==> config.mk <==
export PLATFORM = sky130hd
export DESIGN_NAME = cia_prep
export DESIGN_NICKNAME = d
export VERILOG_FILES = /design/src/rtl/checked_integer_alu_top_defines.svh /design/src/rtl/cia_pkg.sv /design/src/rtl/cia_prep.sv
export SDC_FILE = /design/constraint.sdc
export NUM_CORES = 1
export LEC_CHECK = 0
export BUFFER_PORTS_ARGS = -buffer_cell sky130_fd_sc_hd__buf_2
export CORE_ASPECT_RATIO = 0.7
export CORE_MARGIN = 3
export CORE_UTILIZATION = 25
export CTS_BUF_LIST = sky130_fd_sc_hd__clkbuf_8
export DETAILED_ROUTE_END_ITERATION = 7
export PLACE_DENSITY = 0.54
export SYNTH_ARGS = -nofsm -noshare
export SYNTH_HDL_FRONTEND = slang
export SYNTH_SLANG_ARGS = --single-unit
==> constraint.sdc <==
create_clock -name i_clk -period 8.3 [get_ports i_clk]
set_input_delay 1.66 -clock i_clk [delete_from_list [all_inputs] [get_ports i_clk]]
set_output_delay 1.66 -clock i_clk [all_outputs]
set_load 0.02 [all_outputs]
==> src/rtl/checked_integer_alu_top_defines.svh <==
// Assertion macros for the checked integer ALU.
// Taken in by the RTL files that carry concurrent assertions; no other dependencies.
`ifndef CHECKED_INTEGER_ALU_TOP_DEFINES_SVH
`define CHECKED_INTEGER_ALU_TOP_DEFINES_SVH

// The consequent must hold in the same cycle as the antecedent.
`define CIA_ASSERT_SAME(lbl, clk, rst_n, ante, cons) \
    lbl: assert property (@(posedge clk) disable iff (!rst_n) (ante) |-> (cons)) \
        else $error("checked_integer_alu: same-cycle check failed");

// The consequent must hold in the cycle after the antecedent.
`define CIA_ASSERT_NEXT(lbl, clk, rst_n, ante, cons) \
    lbl: assert property (@(posedge clk) disable iff (!rst_n) (ante) |=> (cons)) \
        else $error("checked_integer_alu: next-cycle check failed");

`endif

==> src/rtl/cia_pkg.sv <==
// Shared types and constants for the checked integer ALU.
// Used by every module of the block; depends on nothing.
package cia_pkg;

    // Operand width; the request and response fields are fixed at this width.
    localparam int WIDTH = 32;

    localparam logic [WIDTH-1:0] MIN_NEG = {1'b1, {(WIDTH-1){1'b0}}};

    // Operation codes of a request.
    typedef enum logic [2:0] {
        OP_ADD = 3'd0,
        OP_SUB = 3'd1,
        OP_MUL = 3'd2,
        OP_DIV = 3'd3,
        OP_NEG = 3'd4
    } t_op;

    // What the cell chain does with an item.
    typedef enum logic [1:0] {
        K_PASS = 2'd0,
        K_MUL  = 2'd1,
        K_DIV  = 2'd2
    } t_kind;

    typedef struct packed {
        logic [2:0]       req_type;
        logic             is_signed;
        logic [WIDTH-1:0] operand_a;
        logic [WIDTH-1:0] operand_b;
    } t_req;

    typedef struct packed {
        logic [WIDTH-1:0] result_value;
        logic             overflow;
    } t_rsp;

    // Data handed from cell to cell. For multiply, r is the high product half
    // and x the multiplier shifting out while low product bits shift in. For
    // divide, r is the partial remainder and x the dividend shifting out while
    // quotient bits shift in. For pass, r holds the finished result.
    typedef struct packed {
        t_kind            kind;
        logic             is_signed;
        logic             negres;
        logic             ovf;
        logic [WIDTH-1:0] r;
        logic [WIDTH-1:0] x;
        logic [WIDTH-1:0] y;
    } t_stage;

endpackage

==> src/rtl/cia_prep.sv <==
// Front stage of the checked integer ALU: decodes a request, finishes the short
// operations and prepares magnitudes for the cell chain. Depends on cia_pkg.
module cia_prep (
    input  logic            i_clk,
    input  logic            i_rst_n,
    input  logic            i_valid,
    input  cia_pkg::t_req   i_req,
    output logic            o_stall,
    output logic            o_valid,
    output cia_pkg::t_stage o_data,
    input  logic            i_stall
);

    localparam int W = cia_pkg::WIDTH;

    logic            r_valid;
    cia_pkg::t_stage r_data;
    cia_pkg::t_stage n_data;

    logic [W-1:0] a, b, ma, mb;
    logic         sg;
    logic [W:0]   sum;
    logic [W-1:0] dif;

    // Decode and the short operations.
    always_comb begin
        a   = i_req.operand_a;
        b   = i_req.operand_b;
        sg  = i_req.is_signed;
        ma  = (sg && a[W-1]) ? (~a + 1'b1) : a;
        mb  = (sg && b[W-1]) ? (~b + 1'b1) : b;
        sum = {1'b0, a} + {1'b0, b};
        dif = a - b;

        n_data           = '0;
        n_data.kind      = cia_pkg::K_PASS;
        n_data.is_signed = sg;
        n_data.negres    = sg && (a[W-1] ^ b[W-1]);

        case (i_req.req_type)
            cia_pkg::OP_ADD: begin
                n_data.ovf = sg ? (!(a[W-1] ^ b[W-1]) && (sum[W-1] ^ a[W-1])) : sum[W];
                n_data.r   = n_data.ovf ? '0 : sum[W-1:0];
            end
            cia_pkg::OP_SUB: begin
                n_data.ovf = sg ? ((a[W-1] ^ b[W-1]) && (dif[W-1] ^ a[W-1])) : (a < b);
                n_data.r   = n_data.ovf ? '0 : dif;
            end
            cia_pkg::OP_MUL: begin
                n_data.kind = cia_pkg::K_MUL;
                n_data.x    = ma;
                n_data.y    = mb;
            end
            cia_pkg::OP_DIV: begin
                // Division by zero and the most negative value over minus one
                // are settled here; everything else enters the chain.
                if ((b == '0) || (sg && (a == cia_pkg::MIN_NEG) && (b == '1))) begin
                    n_data.ovf = 1'b1;
                end else begin
                    n_data.kind = cia_pkg::K_DIV;
                    n_data.x    = ma;
                    n_data.y    = mb;
                end
            end
            cia_pkg::OP_NEG: begin
                n_data.negres = 1'b0;
                if (sg) begin
                    n_data.ovf = (a == cia_pkg::MIN_NEG);
                    n_data.r   = n_data.ovf ? '0 : (~a + 1'b1);
                end else begin
                    n_data.ovf = (a != '0);
                end
            end
            default: begin
                n_data.ovf = 1'b1;
            end
        endcase
    end

    // Stage register; it takes a new request unless it holds one that is stalled.
    assign o_stall = r_valid && i_stall;

    always_ff @(posedge i_clk) begin
        if (!i_rst_n) begin
            r_valid <= 1'b0;
        end else if (!o_stall) begin
            r_valid <= i_valid;
        end
    end

    always_ff @(posedge i_clk) begin
        if (!o_stall && i_valid) begin
            r_data <= n_data;
        end
    end

    assign o_valid = r_valid;
    assign o_data  = r_data;

endmodule

Yosys cells after proc, flatten, opt, wreduce, memory -nomap -nowiden

Index checks and enable logic that the tools add are counted.

Multiplexer cells: 16
Reduce and logical (&&, ||, !) cells: 15
Add/sub/neg operators: 4
Bitwise gates (word level): 5
Magnitude comparators: 1
Equality and inequality tests: 6

Operators with widths:

| cell                                           | number |
|---|---|
| two-way mux 32 bit                             | 6 |
| case mux 64 bit (2 select lines)               | 1 |
| case mux 32 bit (3 select lines)               | 1 |
| adder 32 x 1 -> 32 bit (second input constant) | 2 |
| == test 32 bit (second input constant)         | 2 |
| two-way mux 64 bit                             | 1 |
| inverter 32 bit                                | 2 |
| adder 32 x 32 -> 33 bit                        | 1 |
| zero test 32 bit                               | 1 |
| less-than comparator 32 bit                    | 1 |
| nonzero test 32 bit                            | 1 |
| subtractor 32 bit                              | 1 |
| logical AND 1 bit                              | 9 |
| == test 3 x 2 -> 1 bit (second input constant) | 2 |
| case mux 1 bit (5 select lines)                | 1 |
| two-way mux 1 bit                              | 4 |
| case mux 2 bit (2 select lines)                | 1 |
| == test 3 x 1 -> 1 bit (second input constant) | 1 |
| == test 3 bit (second input constant)          | 1 |
| zero test 3 bit                                | 1 |
| XOR 1 bit                                      | 3 |
| zero test 1 bit                                | 2 |
| two-way mux 2 bit                              | 1 |
| logical OR 1 bit                               | 1 |

Register bits: 102
Output and inout port bits: 103
Bits of input ports: 72
Logic and storage cells: 55

Logic depth before layout (Yosys ltp)

Gate-level depths: netlist of run 1.

Depth after elaboration: 6
Gate-level depth with buffers: 15
Mapped depth without buffers: 13

Least setup slack after synthesis of run 1

No wires, ideal clock.

Path type: input-to-reg
From: input port i_stall
To: register r_data, in the netlist o_data[0], enable pin
Setup time: 0.572 ns
Setup slack: 1.368 ns
Data required time: 7.728 ns
Arrival: 6.361 ns
Cell stages on the path: 2
Path buffers: 0
Cells stage by stage: and2_1 > nor2b_1

Longest elaborated chain between the ends: 3

Ends and longest elaborated chain:

| what                   | line           | text |
|---|---|---|
| start: declaration     | cia_prep.sv:11 | `input logic i_stall` |
| logical AND 1 bit      | cia_prep.sv:81 | `assign o_stall = r_valid && i_stall;` |
| zero test 1 bit        | cia_prep.sv:92 | `if (!o_stall && i_valid) begin` |
| logical AND 1 bit      | cia_prep.sv:92 |  |
| end signal: assignment | cia_prep.sv:93 | `r_data <= n_data;` |
| end: declaration       | cia_prep.sv:17 | `cia_pkg::t_stage r_data;` |

No other way between the ends.
A chain may end at the register's enable or synchronous reset.

==> flow_summary.yaml, run 1 <==
run_status:
  status: "complete, no violations"
synth:
  synthArstFlopShare_pct: 0
  seq_area_frac_synth_pct: 33.1
  syn-num-nets: 1222
  synth_cell_types: 78
  yosysMostFrequentCell: "nor2_1"
  syn_area_sq_mm: 0.00922
  synth_common_cells: "nor2_1 (151), edfxtp_1 (101), a21oi_1 (77), inv_1 (70), nand2_1 (70)"
  synth-edff-count: 101
  syn_inst: 1081
  synth_seq_cells: 102
  synthFlopType: "edfxtp_1"
  yosysWarnings: 0
  synth_top_cell_area_share_pct: 32.9
  syn_avg_cell_area_sq_um: 8.53
  post-synth-top-area-cell: "edfxtp_1"
  synth.area.top_cells: "edfxtp_1 (33%), ha_1 (9.1%), nor2_1 (6.1%)"
global_route:
  grt_pass1_wl_mm: 55.4
  grt_remaining_overflow: 0
  grt_use_total_pct: 18.2
  antenna_found_initial: 1
  grt_max_degree: 66
  grt_pass1_vias: 8432
critical_path:
  r2r-end: "o_data[98]$_DFFE_PP_"
  startpoint_type: "input pin"
  rrSetupSlack_ns: 6.10
  cp-end-kind: "flip-flop"
  path_max_fanout: 24
  reg2reg_depth: 4
  timing.rr.start: "o_valid$_SDFFE_PN0N_"
  timing_worst_setup_path_type: "input pin to flip-flop"
  crit_arrival_ns: 5.77
  cp.required_ns: 8.46
power_and_ir_drop:
  power_switching_w: 0.000595
  vdd_ir_drop_max_mv: 0.0673
  seqPwrFrac_pct: 42.1
  intPower_w: 0.000909
  swShare_pct: 39.6
  power_frac_clock_pct: 21.3
  combPwrFrac_pct: 36.6
  p_leak_nw: 4.33
  power_density_mw_per_mm2: 140
timing:
  rsz0062_at_grt: "no"
  min_period_ns: 5.61
  hold_viol: 0
  slew_headroom_pct: 22.2
  slew_viol_final: 0
  finClkSkew_ns: 0.0130
  post-route-period-util_pct: 67.5
  tns_ns: 0
  max_freq_ghz: 0.178
  final-setup-viol-count: 0
  worst_pin_slew_ns: 1.17
routing:
  drc: 0
  routed.top_layer: "met4"
  drt-met1-wl_mm: 19.2
  wl_per_cell_um: 21.7
  wl_met3_mm: 3.25
  vias: 9029
  drt_iter0_drc: 947
  dr.pass1.iters: 6
  wl_met2_mm: 14.1
  viasPerCell: 5.29
  antenna_left: 0
  wl_mm: 37.0
layout:
  stdcell_area_sq_mm: 0.0107
  drive_above_1_share_pct: 18.0
  final_nets: 1361
  instances_no_fill: 1706
  area_growth_pct: 16.3
worst_hold_path:
  hold_depth: 2
  hold_end: "o_valid$_SDFFE_PN0N_"
  hold_class: "flip-flop to flip-flop"
  worstHoldStart: "o_valid$_SDFFE_PN0N_"
clocking:
  cts_buffer_depth: 2
  clkTransAtPathRegs_ns: 0.11
  root_buffer: "clkbuf_8"
  clock-sinks: 102
  worstSkewPairLatency_ns: 0.39
  cts_made_buffers: 9
  cts_setup_buffers: 0
  cts_htree_levels: 3
  cts_tree: "built"
  cts_resized: 0
  hold_buffers: 0
die:
  die_x_um: 235
  initial_core_util_pct: 25.5
  num_rows: 58
  core_area_sq_mm: 0.0361
  dieArea_sq_mm: 0.0392
  die_h_um: 167
  ios: 175
place:
  numPortBuffers: 174
  placed_cell_area_sq_mm: 0.0105
  place_congestion: 0.892
  placed_cells: 1689
  hpwl_mm: 29.4
job:
  max-cap-violations: 0
## power by group through the flow
stage          combinational (W)  clock, W  sequential, W
2_1_floorplan           0.000294         0       0.000693
3_5_place_dp            0.000537         0       0.000645
3_3_place_gp            0.000541         0       0.000646
6_report                0.000551  0.000321       0.000633
4_1_cts                 0.000541  0.000332       0.000635
5_1_grt                 0.000597  0.000350       0.000639
## worst max-delay path, cell delays in order
cell,delay (ns)
buf_2,0.12
inv_1,0.08
ha_1,0.42
nor2_1,0.19
o211ai_1,0.13
a2111oi_0,0.77
o2111a_1,0.35
nor4_1,0.09
and4bb_1,0.45
a21o_1,0.90
a221oi_1,0.21
o22ai_1,0.36
## cells in the final DEF (no fill, tap or decap), types with 13 or more instances in the layout
master,instances
nor4_1,17
or3_1,15
a21o_1,13
xor2_1,32
xnor2_1,60
ha_1,67
nand2_1,70
edfxtp_1,101
o22ai_1,22
a21oi_1,76
inv_1,70
nor3_1,24
nor2_1,151
nand4_1,14
o21bai_1,17
buf_2,174
a221oi_1,17
o21ai_0,44
nand3_1,23
## routing by layer
| layer | GRT usage, % | up-vias |
|---|---|---|
| li1 | - | 4240 |
| met3 | 3.19 | 32 |
| met2 | 23.9 | 441 |
| met5 | 0 | - |
| met4 | 3.59 | 0 |
| met1 | 30.1 | 4316 |
## flip-flops by register name, indices dropped and copies added, names as in the netlist
signal,cells
o_data,101
o_valid,1
## worst max path at each step
stage                   start                    to  slack (ns)  cells past startpoint
detailed placement   i_req[3]  o_data[67]$_DFFE_PP_        2.43                     13
global route        i_req[28]  o_data[74]$_DFFE_PP_        2.58                     12
global placement    i_req[24]  o_data[83]$_DFFE_PP_        2.50                     13
floorplan             i_stall   o_data[0]$_DFFE_PP_        1.37                      2
CTS                  i_req[3]  o_data[74]$_DFFE_PP_        2.85                     12
finish               i_req[3]  o_data[74]$_DFFE_PP_        2.69                     12
## stage by stage
step / util [%] / setup slack, ns / hold slack, ns / power, W
6_report: 29.7 / 2.69 / 0.685 / 0.00150
5_1_grt: 29.7 / 2.58 / 0.731 / 0.00159
4_1_cts: 29.7 / 2.85 / 0.695 / 0.00151
3_5_place_dp: 29.1 / 2.43 / 0.666 / 0.00118
3_3_place_gp: 29.1 / 2.50 / 0.639 / 0.00119
2_1_floorplan: - / 1.37 / 0.830 / 0.000987
## cell families after synthesis
logic type,count (synthesis),share of synthesized area [%]
buf+inv,124,5.48
fa+ha+maj,69,9.53
simple gates,384,20.1
compound gates,306,22.6
flops,102,33.1
xor+xnor,92,8.74
mux,4,0.434
## area by class of cell
class / count / area (sq um)
Inverter: 71 / 267
Antenna cell: 1 / 2.50
Sequential cell: 102 / 3050
Multi-Input combinational cell: 855 / 5690
Clock inverter: 7 / 61.3
Fill cell: 3930 / 25400
Tap cell: 480 / 601
Timing Repair Buffer: 181 / 923
Clock buffer: 9 / 124
No activity file was read; power rests on OpenSTA's default activity.
==> inputs of run 2 (changes only) <==
ABC_AREA = 1   (was default)
clock period = 5.6 ns   (was 8.3 ns; I/O delays follow)
==> flow_summary.yaml, run 2 <==
job:
  max-cap-violations: 0
timing:
  hold_viol: 0
  worst_pin_slew_ns: 1.03
  min_period_ns: 3.92
  post-route-period-util_pct: 70.0
  slew_headroom_pct: 31.2
  max_freq_ghz: 0.255
  tns_ns: 0
  slew_viol_final: 0
  final-setup-viol-count: 0
  finClkSkew_ns: 0.0261
  rsz0062_at_grt: "no"
power_and_ir_drop:
  intPower_w: 0.00138
  swShare_pct: 44.6
  vdd_ir_drop_max_mv: 0.121
  power_frac_clock_pct: 22.4
  seqPwrFrac_pct: 36.8
  power_switching_w: 0.00111
  combPwrFrac_pct: 40.9
  power_density_mw_per_mm2: 192
  p_leak_nw: 6.30
synth:
  syn_avg_cell_area_sq_um: 6.31
  synthFlopType: "edfxtp_1"
  synthArstFlopShare_pct: 0
  post-synth-top-area-cell: "edfxtp_1"
  synth-edff-count: 101
  seq_area_frac_synth_pct: 26.9
  syn-num-nets: 1942
  syn_area_sq_mm: 0.0114
  yosysWarnings: 0
  synth_common_cells: "nand2_1 (465), inv_1 (283), nor2_1 (232), nand3_1 (136), edfxtp_1 (101)"
  synth_seq_cells: 102
  syn_inst: 1801
  synth_top_cell_area_share_pct: 26.7
  yosysMostFrequentCell: "nand2_1"
  synth_cell_types: 43
  synth.area.top_cells: "edfxtp_1 (27%), nand2_1 (15%), inv_1 (9.3%)"
global_route:
  grt_remaining_overflow: 0
  grt_pass1_vias: 11998
  antenna_found_initial: 4
  grt_pass1_wl_mm: 78.8
  grt_use_total_pct: 22.4
  grt_max_degree: 102
layout:
  final_nets: 2082
  largest_reg_flops: 101
  drive_above_1_share_pct: 12.3
  final_common_cell: "nand2_1"
  area_growth_pct: 14.3
  final_cell_mix: "nand2_1 (465), inv_1 (283), nor2_1 (229)"
  postLayoutCoreUtil_pct: 29.3
  fill_cells: 5041
  num_antenna_cells: 0
clocking:
  clkTransAtPathRegs_ns: 0.11
  root_buffer: "clkbuf_8"
  cts_tree: "built"
  cts_buffer_depth: 2
  cts_made_buffers: 9
  clock-sinks: 102
  worstSkewPairLatency_ns: 0.48
  hold_buffers: 0
  cts_resized: 0
  cts_setup_buffers: 0
  cts_htree_levels: 3
critical_path:
  cp.required_ns: 5.93
  cp-end-kind: "flip-flop"
  timing_worst_setup_path_type: "input pin to flip-flop"
  path_max_fanout: 32
  crit_arrival_ns: 4.24
  startpoint_type: "input pin"
die:
  core_area_sq_mm: 0.0443
  dieArea_sq_mm: 0.0481
  die_x_um: 261
  ios: 175
  die_h_um: 184
  num_rows: 64
  initial_core_util_pct: 25.7
routing:
  drc: 0
  dr.pass1.iters: 6
  wl_mm: 54.1
  wl_per_cell_um: 21.3
  vias: 12628
  drt_iter0_drc: 1517
  viasPerCell: 4.97
  antenna_left: 0
place:
  place_congestion: 1.02
  hpwl_mm: 45.0
  numPortBuffers: 174
run_status:
  status: "complete, no violations"
worst_hold_path:
  hold_class: "flip-flop to flip-flop"
-- run 2: cell count changes in the layout (fill, tap and decap cells not counted), sizes merged, moves of 16 or more --
cell / before / now
a221oi: 17 / 0
nor3: 25 / 58
nand3: 23 / 138
xnor2: 60 / 10
o22ai: 22 / 0
inv: 72 / 293
nand4: 14 / 69
o21ai: 50 / 98
nand2: 71 / 473
or3: 16 / 0
nor2: 151 / 239
-- run 2: area by class of cell --
class	count	area, sq um	share of cell area [%]
Timing Repair Buffer	189	996	7.67
Tap cell	594	743	5.72
Multi-Input combinational cell	1347	6890	53.1
Sequential cell	102	3050	23.5
Inverter	292	1100	8.44
Clock inverter	7	83.8	0.645
Clock buffer	9	124	0.954
-- run 2: final timing paths --
kind	start	endpoint	slack (ns)	depth (start not counted)
worst min register to register	o_valid$_SDFFE_PN0N_	o_valid$_SDFFE_PN0N_	0.49	2
worst max register to register	o_valid$_SDFFE_PN0N_	o_data[28]$_DFFE_PP_	4.13	4
worst max-delay path	i_req[18]	o_data[70]$_DFFE_PP_	1.68	14
worst min-delay path	o_valid$_SDFFE_PN0N_	o_valid$_SDFFE_PN0N_	0.49	2
-- run 2: cell families (layout without fill, tap and decap cells) --
group / count (synthesis) / after routing / synth area share (%)
buffers and inverters: 352 / 497 / 12.6
AO/OA/AOI/OAI: 225 / 225 / 10.8
adder cells (fa/ha/maj): 69 / 69 / 7.73
AND/OR/NAND/NOR: 998 / 998 / 37.8
flip-flops: 102 / 102 / 26.9
XOR/XNOR: 55 / 55 / 4.24
-- run 2: power groups by stage --
| stage | sequential, W | combinational (W) | clock, W |
|---|---|---|---|
| 5_1_grt | 0.000922 | 0.00111 | 0.000594 |
| 6_report | 0.000916 | 0.00102 | 0.000557 |
| 2_1_floorplan | 0.00100 | 0.000549 | 0 |
| 4_1_cts | 0.000918 | 0.000997 | 0.000572 |
| 3_5_place_dp | 0.000935 | 0.000994 | 0 |
| 3_3_place_gp | 0.000937 | 0.000996 | 0 |
-- run 2: layer usage --
metal / wire length [um] / up-vias / track usage, %
li1: - / 6138 / -
met1: 26400 / 5878 / 33.9
met2: 22100 / 555 / 32.9
met3: 4810 / 55 / 4.29
met4: 775 / 2 / 4.28
met5: 13 / - / 0
-- run 2: worst max-delay path: stages --
cell     delay [ns]
buf_2          0.15
inv_1          0.11
ha_1           0.53
inv_1          0.22
a21oi_1        0.38
nand2_1        0.09
nand2_1        0.08
nand2_1        0.07
a21oi_1        0.45
nand3_1        0.27
nand4_2        0.15
buf_4          0.33
nand4_1        0.14
nand2_1        0.12
-- run 2: stage by stage --
stage | instances | power [W] | area, sq um | hold WS [ns] | setup slack, ns
2_1_floorplan | 1801 | 0.00155 | 11400 | 0.561 | 1.22
3_3_place_gp | 2524 | 0.00193 | 12800 | 0.474 | 1.20
3_5_place_dp | 2524 | 0.00193 | 12800 | 0.488 | 1.25
4_1_cts | 2540 | 0.00249 | 13000 | 0.505 | 1.74
5_1_grt | 2540 | 0.00262 | 13000 | 0.541 | 1.49
6_report | 2540 | 0.00249 | 13000 | 0.492 | 1.68
