### src/rtl/checked_integer_alu_top_defines.svh
// Assertion macros for the checked integer ALU.
// Taken in by the RTL files that carry concurrent assertions; no other dependencies.
`ifndef CHECKED_INTEGER_ALU_TOP_DEFINES_SVH
`define CHECKED_INTEGER_ALU_TOP_DEFINES_SVH

// The consequent must hold in the same cycle as the antecedent.
`define CIA_ASSERT_SAME(lbl, clk, rst_n, ante, cons) \
    lbl: assert property (@(posedge clk) disable iff (!rst_n) (ante) |-> (cons)) \
        else $error("checked_integer_alu: same-cycle check failed");

// The consequent must hold in the cycle after the antecedent.
`define CIA_ASSERT_NEXT(lbl, clk, rst_n, ante, cons) \
    lbl: assert property (@(posedge clk) disable iff (!rst_n) (ante) |=> (cons)) \
        else $error("checked_integer_alu: next-cycle check failed");

`endif

### src/rtl/cia_pkg.sv
// Shared types and constants for the checked integer ALU.
// Used by every module of the block; depends on nothing.
package cia_pkg;

    // Operand width; the request and response fields are fixed at this width.
    localparam int WIDTH = 32;

    localparam logic [WIDTH-1:0] MIN_NEG = {1'b1, {(WIDTH-1){1'b0}}};

    // Operation codes of a request.
    typedef enum logic [2:0] {
        OP_ADD = 3'd0,
        OP_SUB = 3'd1,
        OP_MUL = 3'd2,
        OP_DIV = 3'd3,
        OP_NEG = 3'd4
    } t_op;

    // What the cell chain does with an item.
    typedef enum logic [1:0] {
        K_PASS = 2'd0,
        K_MUL  = 2'd1,
        K_DIV  = 2'd2
    } t_kind;

    typedef struct packed {
        logic [2:0]       req_type;
        logic             is_signed;
        logic [WIDTH-1:0] operand_a;
        logic [WIDTH-1:0] operand_b;
    } t_req;

    typedef struct packed {
        logic [WIDTH-1:0] result_value;
        logic             overflow;
    } t_rsp;

    // Data handed from cell to cell. For multiply, r is the high product half
    // and x the multiplier shifting out while low product bits shift in. For
    // divide, r is the partial remainder and x the dividend shifting out while
    // quotient bits shift in. For pass, r holds the finished result.
    typedef struct packed {
        t_kind            kind;
        logic             is_signed;
        logic             negres;
        logic             ovf;
        logic [WIDTH-1:0] r;
        logic [WIDTH-1:0] x;
        logic [WIDTH-1:0] y;
    } t_stage;

endpackage

### src/rtl/cia_cell.sv
// One cell of the checked integer ALU chain: a shift-add multiply step or a
// restoring divide step, then a register. Depends on cia_pkg.
module cia_cell (
    input  logic            i_clk,
    input  logic            i_rst_n,
    input  logic            i_valid,
    input  cia_pkg::t_stage i_data,
    output logic            o_stall,
    output logic            o_valid,
    output cia_pkg::t_stage o_data,
    input  logic            i_stall
);

    localparam int W = cia_pkg::WIDTH;

    logic            r_valid;
    cia_pkg::t_stage r_data;
    cia_pkg::t_stage n_data;

    logic [W:0] sum;
    logic [W:0] rem2;
    logic [W:0] diff;

    // One step of multiply or divide.
    always_comb begin
        sum  = {1'b0, i_data.r} + (i_data.x[0] ? {1'b0, i_data.y} : '0);
        rem2 = {i_data.r, i_data.x[W-1]};
        diff = rem2 - {1'b0, i_data.y};

        n_data = i_data;
        case (i_data.kind)
            cia_pkg::K_MUL: begin
                n_data.r = sum[W:1];
                n_data.x = {sum[0], i_data.x[W-1:1]};
            end
            cia_pkg::K_DIV: begin
                n_data.r = diff[W] ? rem2[W-1:0] : diff[W-1:0];
                n_data.x = {i_data.x[W-2:0], !diff[W]};
            end
            default: begin
                n_data = i_data;
            end
        endcase
    end

    // Cell register with its own valid bit.
    assign o_stall = r_valid && i_stall;

    always_ff @(posedge i_clk) begin
        if (!i_rst_n) begin
            r_valid <= 1'b0;
        end else if (!o_stall) begin
            r_valid <= i_valid;
        end
    end

    always_ff @(posedge i_clk) begin
        if (!o_stall && i_valid) begin
            r_data <= n_data;
        end
    end

    assign o_valid = r_valid;
    assign o_data  = r_data;

endmodule

### config.mk
export PLATFORM = sky130hd
export DESIGN_NAME = cia_cell
export DESIGN_NICKNAME = d
export VERILOG_FILES = /design/src/rtl/checked_integer_alu_top_defines.svh /design/src/rtl/cia_pkg.sv /design/src/rtl/cia_cell.sv
export SDC_FILE = /design/constraint.sdc
export NUM_CORES = 1
export LEC_CHECK = 0
export ABC_AREA = 0
export BUFFER_PORTS_ARGS = -buffer_cell sky130_fd_sc_hd__clkbuf_2
export CELL_PAD_IN_SITES_DETAIL_PLACEMENT = 0
export CELL_PAD_IN_SITES_GLOBAL_PLACEMENT = 1
export CORE_ASPECT_RATIO = 0.75
export CORE_MARGIN = 2
export CORE_UTILIZATION = 25
export CTS_BUF_LIST = sky130_fd_sc_hd__clkbuf_8
export CTS_CLUSTER_DIAMETER = 60
export DETAILED_ROUTE_END_ITERATION = 8
export HOLD_SLACK_MARGIN = 0.12
export PLACE_DENSITY_LB_ADDON = 0.1
export SETUP_SLACK_MARGIN = 0.02
export SLEW_MARGIN = 20
export SYNTH_ARGS = -nofsm -noshare
export SYNTH_HDL_FRONTEND = slang
export SYNTH_SLANG_ARGS = --single-unit
### constraint.sdc
create_clock -name i_clk -period 6.9 [get_ports i_clk]
set_clock_uncertainty 0.15 [all_clocks]
set_input_delay 0 -clock i_clk [delete_from_list [all_inputs] [get_ports i_clk]]
set_output_delay 0 -clock i_clk [all_outputs]
set_load 0.05 [all_outputs]
== Word-level counts from Yosys, hierarchy flattened ==
Cells that the tools add are included.

* Reductions and logical operators: 4
* Mux-type cells: 3
* Equal/unequal tests: 2
* Add/subtract/negate cells: 2

{| class="wikitable"
|+ Operators by type and width
! kind !! count
|-
| case mux 64 bit (2 select lines) || 1
|-
| two-way mux 32 bit || 2
|-
| adder 32 x 32 -> 33 bit || 1
|-
| subtractor 33 x 32 -> 33 bit || 1
|-
| equality test 2 x 1 -> 1 bit, second input constant || 1
|-
| equality test 2 bit, second input constant || 1
|-
| logical AND 1 bit || 2
|-
| zero test 1 bit || 2
|}

* Output and inout port bits: 103
* Register bits: 102
* Input port bits: 105

== Longest topological paths before layout ==
Gate-level depths: netlist (run 1).

* Word-level depth: 3
* Depth in mapped cells: 13
* Depth with buffers taken out: 12

== Least setup slack after synthesis (run 1) ==
OpenSTA, ideal clock, no wires.

* Path type: register to register
* From: register r_valid (netlist: o_valid)
* To: register r_data (netlist bit o_data[0]), enable pin
* Path slack: 0.805 ns
* Data arrival time: 5.374 ns
* Path buffers: 0
* Clock period less this slack: 6.095 ns
* Stages on the path, launching flop included: 3
* Cell sequence: dfxtp_1 > and2_1 > nor2b_1

* Longest elaborated chain between the ends: 3

{| class="wikitable"
|+ Ends and longest elaborated chain
! what !! line !! RTL
|-
| start: declaration || cia_cell.sv:16 || <nowiki>logic r_valid;</nowiki>
|-
| start signal: assignment || cia_cell.sv:53 || <nowiki>r_valid <= i_valid;</nowiki>
|-
| logical AND 1 bit || cia_cell.sv:47 || <nowiki>assign o_stall = r_valid && i_stall;</nowiki>
|-
| via o_stall || cia_cell.sv:8 || <nowiki>output logic o_stall,</nowiki>
|-
| zero test 1 bit || cia_cell.sv:58 || <nowiki>if (!o_stall && i_valid) begin</nowiki>
|-
| logical AND 1 bit || cia_cell.sv:58 ||
|-
| end signal: assignment || cia_cell.sv:59 || <nowiki>r_data <= n_data;</nowiki>
|-
| end: declaration || cia_cell.sv:17 || <nowiki>cia_pkg::t_stage r_data;</nowiki>
|}

The timed path passes the listed nets, and every way through them passes these cells.
A chain may end at the register's enable or synchronous reset.

==> metrics.cfg, run 1 <==
[run_status]
status=finished, final reports clean

[routing]
routedLengthMet1_um=17400
drt_pass1_iterations=5
via_count_of_the_routed_design=8448
highest_metal_layer_with_signal_wires=met4
detail-route-antenna-nets=0
drt_first_iter_violations=606
drcViolationCount=0
dr_wl_met3_um=1540
wl_per_cell_um=18.8
via_per_inst=4.90
dr_wl_met2_um=13200
routed_wire_length_um=32400

[synthesis]
yosys_warnings=0
synthAdderAreaFrac=0.102
synth.top_cell.area_share=0.356
syn_inst=941
yosys.area_share.xor_xnor=0.0567
post_synth_and_or_nand_nor_area_fraction=0.149
dominant_combinational_cell_family_by_area_after_synthesis=compound AO/OA/AOI/OAI gates
synth.mux.area_fraction=0.0319
post_synth_num_cell_types=68
synth_flop_cell=edfxtp_1
synth-compound-area-share=0.257
synth-edff-count=101
synth.net_count=1114
syn_area_sq_um=8520
synth.area.top_cells=edfxtp_1 36%, ha_1 9.7%, a22oi_1 4.6%, a21oi_1 4.4%, nand2_1 4.3%
seq_area_frac_synth=0.358
ys_seq_elements=102
synthArstFlopShare=0
synth_largest_area_cell=edfxtp_1
syn-mean-instance-area_sq_um=9.06

[hold_path]
worst_hold_path_type=in -> reg
worstHoldPathCells=2

[timing]
timing_max_transition_violations_final=0
tightest_slew_ps=1010
report.final.hold_viol_count=0
finalCriticalPeriod_ps=4460
achievable-frequency_ghz=0.224
layout_setup_ws_ps=2440
slew_headroom=0.329
final.period_utilization=0.647
rsz0062_at_grt=false
timing.setup.tns_ps=0
finalSetupViolations=0

[global_route]
largest_net_degree_at_the_start_of_global_routing=71
number_of_antenna_violations_at_the_first_check_in_global_routing=0
wire_length_of_the_first_global_routing_pass_um=49200
grtUsageTotal=0.182
grt_overflow_total=0
via_count_of_the_first_global_routing_pass=8283

[worst_setup_path]
end_kind=flop
critical_path_launch_point_type=input port
worst_r2r_path_depth=3
path_depth=15
timing.critical_path.required_ps=7060
cp_cell_sequence=dlygate4sd3_1, clkbuf_2, inv_1, ha_1, fa_1, and2b_4, o2111ai_2, a31oi_1, o2bb2ai_2, a311o_4, xnor2_4, buf_4, mux2_2, o221ai_1, dlygate4sd3_1
timing.critical_path.max_delay_family=buffers and inverters
max_stage_delay_ps=570
timing.critical_path.slowest_stage_cell=dlygate4sd3_1
critical_path_arrival_ps=4620
path_max_fanout=34
count_of_buffering_cells_on_the_critical_path_with_inverters_included=5
timing_worst_setup_path_type=in -> reg
critical-path-top-cell-by-count=dlygate4sd3_1

[placed_design]
preCtsSetupSlack_ps=3100
placed_cells_incl_taps=1562
routabilityCongestion=0.818
hpwl_um=24500
buffer_ports.inserted=207

[cells_and_area]
final_nets=1441
final_core_occ=0.348
final_layout_size_suffix_gt1_frac=0.199
diodes=0
finish.cell_count_without_fillers=1723
syn2layout_area_growth_pct=37.0

[clock_tree]
clkSlewWorstSetupHoldPaths_ps=130
clock_tree_from_tritoncts=yes
tritoncts_num_sinks=102
cts-htree-levels=3
post_cts_resize_count=0
cts_root_buf=clkbuf_8
cts-buffers-inserted=9
cts_buffer_depth=2
worst_skew_pair.late_latency_ps=430

[power_and_ir_drop]
power.switching_mw=0.898
seqPwrFrac=0.354
cellPowerDensity_nw_per_um2=185
switching_share=0.416
p_leak_nw=5.09
internal-power_mw=1.26
comb_power_share=0.430
share_clk_of_total_power=0.216
vdd.ir_drop.worst_mv=0.0850

[die]
dieWidth_um=217
dieHeight_um=164
ios=208
initial_utilization=0.254
coreArea_sq_um=33500
die_outline_area_sq_um=35600
rows=58

[run]
timing.max_cap.violations=0

registers in the layout, summed over array words and instances, names as in the netlist:
| register | cells |
|---|---|
| o_valid | 1 |
| o_data | 101 |
kinds of logic (layout without fill, tap and decap cells):
family,after synthesis,after routing
AOI/OAI and AO/OA,336,336
and+or+nand+nor,260,260
DFF,102,102
buffers and inverters,95,427
adders and majority gates,68,68
xor gates and xnor gates,53,53
muxes,27,27
through the flow:
stage | area, sq um | hold WS, ps | power (mW)
finish | 11700 | 158 | 2.16
global route | 11700 | 152 | 2.28
CTS | 11700 | 121 | 2.19
detailed placement | 10000 | 30.1 | 1.62
global placement | 10000 | 29.3 | 1.63
floorplan | 8520 | -51.1 | 1.38
final timing paths:
kind	end	slack (ps)	startpoint
worst max register to register	o_data[30]	4910	o_valid
worst min register to register	o_data[6]	940	o_valid
worst min-delay path	o_data[14]	160	i_data[14]
worst max-delay path	o_data[64]	2440	i_data[63]
final cells by class:
type | count | area (sq um)
timing repair buffer | 359 | 2540
fill | 3552 | 21900
multi-input combinational | 744 | 5100
tap | 450 | 563
clock inverter | 7 | 96.3
clock buffer | 9 | 124
sequential | 102 | 3050
inverter | 52 | 195
power groups by stage:
| stage | clock network [mW] | logic (mW) | registers (mW) |
|---|---|---|---|
| final | 0.468 | 0.928 | 0.764 |
| after CTS | 0.494 | 0.928 | 0.765 |
| after global placement | 0 | 0.848 | 0.779 |
| after global routing | 0.506 | 1.01 | 0.770 |
| after detailed placement | 0 | 0.838 | 0.779 |
| after floorplan | 0 | 0.421 | 0.956 |
per-layer routing:
metal	global-route usage	vias up
met1	0.277	4021
met4	0.0342	0
met5	0	-
met2	0.265	216
met3	0.0346	17
li1	-	4194
cell usage in the layout (no fill, tap or decap), types with 5 or more instances in the layout:
master	synthesis	final
ha_1	66	65
nor4_1	5	5
nor2_1	39	39
o31ai_1	7	7
clkbuf_2	0	207
nand2b_1	14	14
xnor2_1	33	33
o21a_1	6	6
o21ai_0	72	72
a21oi_1	75	75
a32oi_1	5	5
a21o_1	22	22
o21bai_1	5	5
o221ai_1	6	6
edfxtp_1	101	101
nor3_1	12	12
xor2_1	19	19
a211oi_1	7	7
a21boi_0	5	5
and3_1	10	10
mux2i_1	26	26
a31oi_1	10	10
o211ai_1	15	15
dlygate4sd3_1	0	145
nand2_1	98	98
nand4_1	6	6
buf_4	0	7
and2_1	39	39
inv_1	52	52
clkbuf_8	0	9
a22oi_1	52	52
nand3_1	15	15
o21ai_1	19	19
synthesized netlist by cell type (3+ instances only):
master	count
a21oi_1	75
o21a_1	6
buf_2	6
a21boi_0	5
or2_2	4
nand4_1	6
o211ai_1	15
a22oi_1	52
o31ai_1	7
nor2b_1	5
xor2_1	19
nor3b_1	3
o21ai_1	19
a211oi_1	7
nand2_1	98
o21ai_0	72
xnor2_1	33
nor3_1	12
a31o_2	3
nand2b_1	14
inv_1	52
nor4_1	5
nand3_1	15
buf_1	6
a32oi_1	5
edfxtp_1	101
and3_1	10
o21bai_1	5
o31a_1	3
o221ai_1	6
buf_6	3
mux2i_1	26
and2_1	39
nor2_1	39
o2111ai_1	4
clkbuf_1	28
a31oi_1	10
a21o_1	22
ha_1	66
what timing repair did:
item,CTS,global route
hold buffers,145,0
buffers inserted,0,0
hold endpoints to repair,133,0
Power figures use the tool's default switching activity.
==> inputs of run 2 (changes only) <==
==> constraint.sdc (replaced) <==
create_clock -name i_clk -period 4.65 [get_ports i_clk]
set_clock_uncertainty 0.15 [all_clocks]
set_input_delay 0 -clock i_clk [delete_from_list [all_inputs] [get_ports i_clk]]
set_output_delay 0 -clock i_clk [all_outputs]
set_load 0.05 [all_outputs]
==> run 2 against run 1 <==
Die area unchanged. Register-to-register slack got worse by 2400 ps. Global-route usage shrank 0.15 points. Critical endpoint is now o_data[93]. Highest routed layer unchanged.
==> metrics.cfg, run 2 (synthesis gave the netlist of run 1 again) <==
[run_status]
status=finished, final reports clean

[clock_tree]
worst_skew_pair.late_latency_ps=430
cts_buffer_depth=2
tritoncts_num_sinks=102
cts-htree-levels=3
cts-buffers-inserted=9
clock_tree_from_tritoncts=yes
clkSlewWorstSetupHoldPaths_ps=140
cts_root_buf=clkbuf_8

[global_route]
grt_overflow_total=0
largest_net_degree_at_the_start_of_global_routing=96
number_of_antenna_violations_at_the_first_check_in_global_routing=0
grtUsageTotal=0.181
via_count_of_the_first_global_routing_pass=8240
wire_length_of_the_first_global_routing_pass_um=48600

[die]
dieHeight_um=164
dieWidth_um=217
rows=58
ios=208
die_outline_area_sq_um=35600
coreArea_sq_um=33500
initial_utilization=0.254

[worst_setup_path]
critical_path_launch_point_type=input port
critical-path-top-cell-by-count=dlygate4sd3_1
timing_worst_setup_path_type=in -> reg
cp_cell_sequence=dlygate4sd3_1, clkbuf_2, ha_1, o21ai_0, o21bai_1, a21oi_1, o2bb2ai_2, a311o_4, xnor2_1, a32oi_1, dlygate4sd3_1, o221ai_1, dlygate4sd3_1
count_of_buffering_cells_on_the_critical_path_with_inverters_included=4
timing.critical_path.slowest_stage_cell=dlygate4sd3_1
timing.critical_path.required_ps=4700
critical_path_arrival_ps=4460
max_stage_delay_ps=570
end_kind=flop
path_max_fanout=7
timing.critical_path.max_delay_family=compound AO/OA/AOI/OAI gates

[run]
timing.max_cap.violations=0

[placed_design]
detailed_place.area_sq_um=10000
buffer_ports.inserted=207
placed_cells_incl_taps=1563
routabilityCongestion=0.823
hpwl_um=24700

[cells_and_area]
final_nets=1447
largest_register_ffs=101
most-common-layout-cells=207 x clkbuf_2, 150 x dlygate4sd3_1, 101 x edfxtp_1
finish.cell_count_without_fillers=1730
final_cell_area_sq_um=11800
layout_commonest_cell=clkbuf_2
final_layout_size_suffix_gt1_frac=0.200
syn2layout_area_growth_pct=38.0

[routing]
via_count_of_the_routed_design=8412
via_per_inst=4.86
detail-route-antenna-nets=0
drt_first_iter_violations=668
wl_per_cell_um=18.7
drt_pass1_iterations=5
routed_wire_length_um=32300
drcViolationCount=0

[power_and_ir_drop]
vdd.ir_drop.worst_mv=0.147
comb_power_share=0.432
internal-power_mw=1.88
seqPwrFrac=0.354
power.switching_mw=1.33
power_after_layout_mw=3.21
share_clk_of_total_power=0.214
p_leak_nw=5.12
cellPowerDensity_nw_per_um2=272
switching_share=0.414

[timing]
rsz0062_at_grt=false
final.period_utilization=0.948
timing.setup.tns_ps=0
slew_headroom=0.370
tightest_slew_ps=945
finalSetupViolations=0
timing_max_transition_violations_final=0
hold-worst-slack_ps=168
report.final.hold_viol_count=0
finalCriticalPeriod_ps=4410
achievable-frequency_ghz=0.227

[hold_path]
worst_hold_path_type=in -> reg

run 2: cell count changes in the layout (fill, tap and decap cells not counted):
cell and delta:
nor2_1 -1, dlygate4sd3_1 +5, clkinvlp_4 -1, buf_12 +1, a31oi_1 -1, a31oi_4 +1, clkinv_4 +1, nor2_2 +1
diode_2 +1
run 2: what timing repair did:
action / 4_1_cts / 5_1_grt
hold endpoints to repair: 125 / 0
hold buffers: 150 / 0
gates resized for setup: 0 / 2
setup buffers: 0 / 0
setup endpoints to repair: 0 / 5
run 2: worst reg2reg max path, stage by stage (launching register included):
cell and delay (ps):
dfxtp_1 330, and2_1 180, nor2b_4 200, dlygate4sd3_1 940
run 2: final timing paths:
check / from / to / slack [ps] / cells past startpoint
worst max-delay path: i_data[74] / o_data[93] / 240 / 13
worst min-delay path: i_data[8] / o_data[8] / 170 / 2
worst max register to register: o_valid / o_data[59] / 2510 / 3
worst min register to register: o_valid / o_data[23] / 890 / 3
run 2: area by class of cell:
type	instances	area, sq um
clock buffer	9	124
clock inverter	7	97.6
multi-input combinational	744	5120
sequential	102	3050
tap	450	563
antenna	1	2.50
timing repair buffer	365	2610
fill	3508	21800
inverter	52	195
run 2: stage by stage:
stage | utilization | setup slack (ps)
detailed placement | 0.299 | 759
floorplan | - | 481
CTS | 0.350 | 97.0
global placement | 0.299 | 878
finish | 0.351 | 241
global route | 0.351 | 28.6
run 2: layer usage:
metal  GRT usage  vias to the layer above  part of all wire
li1            -                     4188                 -
met1       0.280                     3987              0.54
met2       0.259                      223              0.40
met3      0.0311                       14             0.052
met4      0.0321                        0            0.0091
met5           0                        -                 0
run 2: power by group through the flow:
stage          Sequential, mW  Combinational (mW)  Clock, mW
2_1_floorplan            1.42               0.625          0
4_1_cts                  1.14                1.38      0.731
3_5_place_dp             1.16                1.25          0
5_1_grt                  1.14                1.50      0.748
3_3_place_gp             1.16                1.26          0
6_report                 1.13                1.38      0.686
==> inputs of run 3 (changes only) <==
==> constraint.sdc (replaced) <==
create_clock -name i_clk -period 4.4 [get_ports i_clk]
set_clock_uncertainty 0.15 [all_clocks]
set_input_delay 0 -clock i_clk [delete_from_list [all_inputs] [get_ports i_clk]]
set_output_delay 0 -clock i_clk [all_outputs]
set_load 0.05 [all_outputs]
==> run 3 against run 2 <==
Wire length increased by 0.19%. Final cell count shrank 0.29%. Sequential share of layout area rose by 0.086 points. Core utilization fell by 0.12 points. Global-route usage is 0.21 points lower. Final area down 0.33%. Die area did not move. Via count up 1.4%. Critical path depth rose by 1. Non-clock buffer count shrank 5. Critical endpoint is now o_data[83]. Register-to-register slack better by 180 ps. Sequential power increased by 6%.
==> metrics.cfg, run 3 (synthesis gave the netlist of run 1 again) <==
[placed_design]
placed_cells_incl_taps=1563
routabilityCongestion=0.854
hpwl_um=24300
buffer_ports.inserted=207

[die]
rows=58
initial_utilization=0.254
dieWidth_um=217
ios=208
die_outline_area_sq_um=35600
coreArea_sq_um=33500
dieHeight_um=164

[routing]
wl_per_cell_um=18.8
drt_pass1_iterations=5
routed_wire_length_um=32400
via_count_of_the_routed_design=8526
detail-route-antenna-nets=0
via_per_inst=4.94
drt_first_iter_violations=605
drcViolationCount=0

[global_route]
grtUsageTotal=0.178
via_count_of_the_first_global_routing_pass=8069
largest_net_degree_at_the_start_of_global_routing=102
grt_overflow_total=0
wire_length_of_the_first_global_routing_pass_um=48200
number_of_antenna_violations_at_the_first_check_in_global_routing=0

[worst_setup_path]
critical_path_arrival_ps=4190
end_kind=flop
rr_startpoint=o_valid
critical_path_launch_point_type=input port
timing_worst_setup_path_type=in -> reg
timing.critical_path.from=i_data[63]
path_max_fanout=12
timing.critical_path.required_ps=4460

[clock_tree]
cts_root_buf=clkbuf_8
clkSlewWorstSetupHoldPaths_ps=130
cts-buffers-inserted=9
worst_skew_pair.late_latency_ps=440
tritoncts_num_sinks=102
cts_buffer_depth=2
cts-htree-levels=3
clock_tree_from_tritoncts=yes

[power_and_ir_drop]
vdd.ir_drop.worst_mv=0.135
cellPowerDensity_nw_per_um2=290
p_leak_nw=5.11
power_after_layout_mw=3.40

[hold_path]
worst_hold_path_type=in -> reg
holdCritStartpoint=i_data[13]

[timing]
report.final.hold_viol_count=0
slew_headroom=0.326
timing.setup.tns_ps=0
finalCriticalPeriod_ps=4130
final.period_utilization=0.939
timing_max_transition_violations_final=0
finalSetupViolations=0
achievable-frequency_ghz=0.242
rsz0062_at_grt=false
tightest_slew_ps=1010

[cells_and_area]
layout_commonest_cell=clkbuf_2
final_layout_size_suffix_gt1_frac=0.202
diodes=0
largest_register_ffs=101
final_nets=1443
finish.cell_count_without_fillers=1725
syn2layout_area_growth_pct=37.6
final_core_occ=0.350
most-common-layout-cells=207 x clkbuf_2, 145 x dlygate4sd3_1, 101 x edfxtp_1

[run]
timing.max_cap.violations=0

[run_status]
status=finished, final reports clean

run 3: changes by cell type in the layout (fill, tap and decap cells not counted), sizes merged:
cell,delta
dlygate4sd3,-5
clkbuf,+1
diode,-1
inv,-1
xnor2,+1
run 3: path summary, 6_finish.rpt:
| path | to | depth (start not counted) | slack [ps] |
|---|---|---|---|
| worst min register to register | o_data[98] | 3 | 930 |
| worst min-delay path | o_data[13] | 2 | 150 |
| worst max-delay path | o_data[83] | 14 | 270 |
| worst max register to register | o_data[25] | 3 | 2690 |
run 3: critical path: stages:
cell,delay (ps)
dlygate4sd3_1,560
clkbuf_2,120
inv_1,80
ha_1,210
fa_1,220
and2b_4,200
o2111ai_2,230
a31oi_2,230
o2bb2ai_2,230
a311o_4,410
xnor2_4,590
mux2i_1,360
o221ai_1,170
dlygate4sd3_1,580
run 3: metal layers:
metal | part of all wire | GRT usage | wire length (um)
met1 | 0.53 | 0.273 | 17200
met2 | 0.41 | 0.257 | 13200
met3 | 0.052 | 0.0337 | 1680
met4 | 0.0077 | 0.0352 | 250
met5 | 0 | 0 | 0
run 3: what timing repair did:
action                     4_1_cts  5_1_grt
setup buffers                    0        0
setup endpoints to repair        0        4
hold endpoints to repair       107        0
hold buffers                   145        0
gates resized for setup          0        2
run 3: power by group:
| part | internal, mW | total, mW | switching (mW) |
|---|---|---|---|
| combinational | 0.523 | 1.46 | 0.932 |
| clock | 0.297 | 0.744 | 0.447 |
| sequential | 1.17 | 1.20 | 0.0267 |
run 3: per-stage QoR:
stage	hold slack (ps)	cell area [sq um]	setup WS, ps
after floorplan	-51.1	8530	231
after global placement	29.1	10000	619
after detailed placement	29.2	10000	533
after CTS	122	11700	68.4
after global routing	138	11700	80.2
final	150	11700	268
run 3: final cells by class:
cell class / instances / area [sq um]
timing repair buffer: 360 / 2560
clock buffer: 10 / 138
inverter: 52 / 195
multi-input combinational: 745 / 5130
fill: 3526 / 21800
sequential: 102 / 3050
tap: 450 / 563
clock inverter: 6 / 88.8
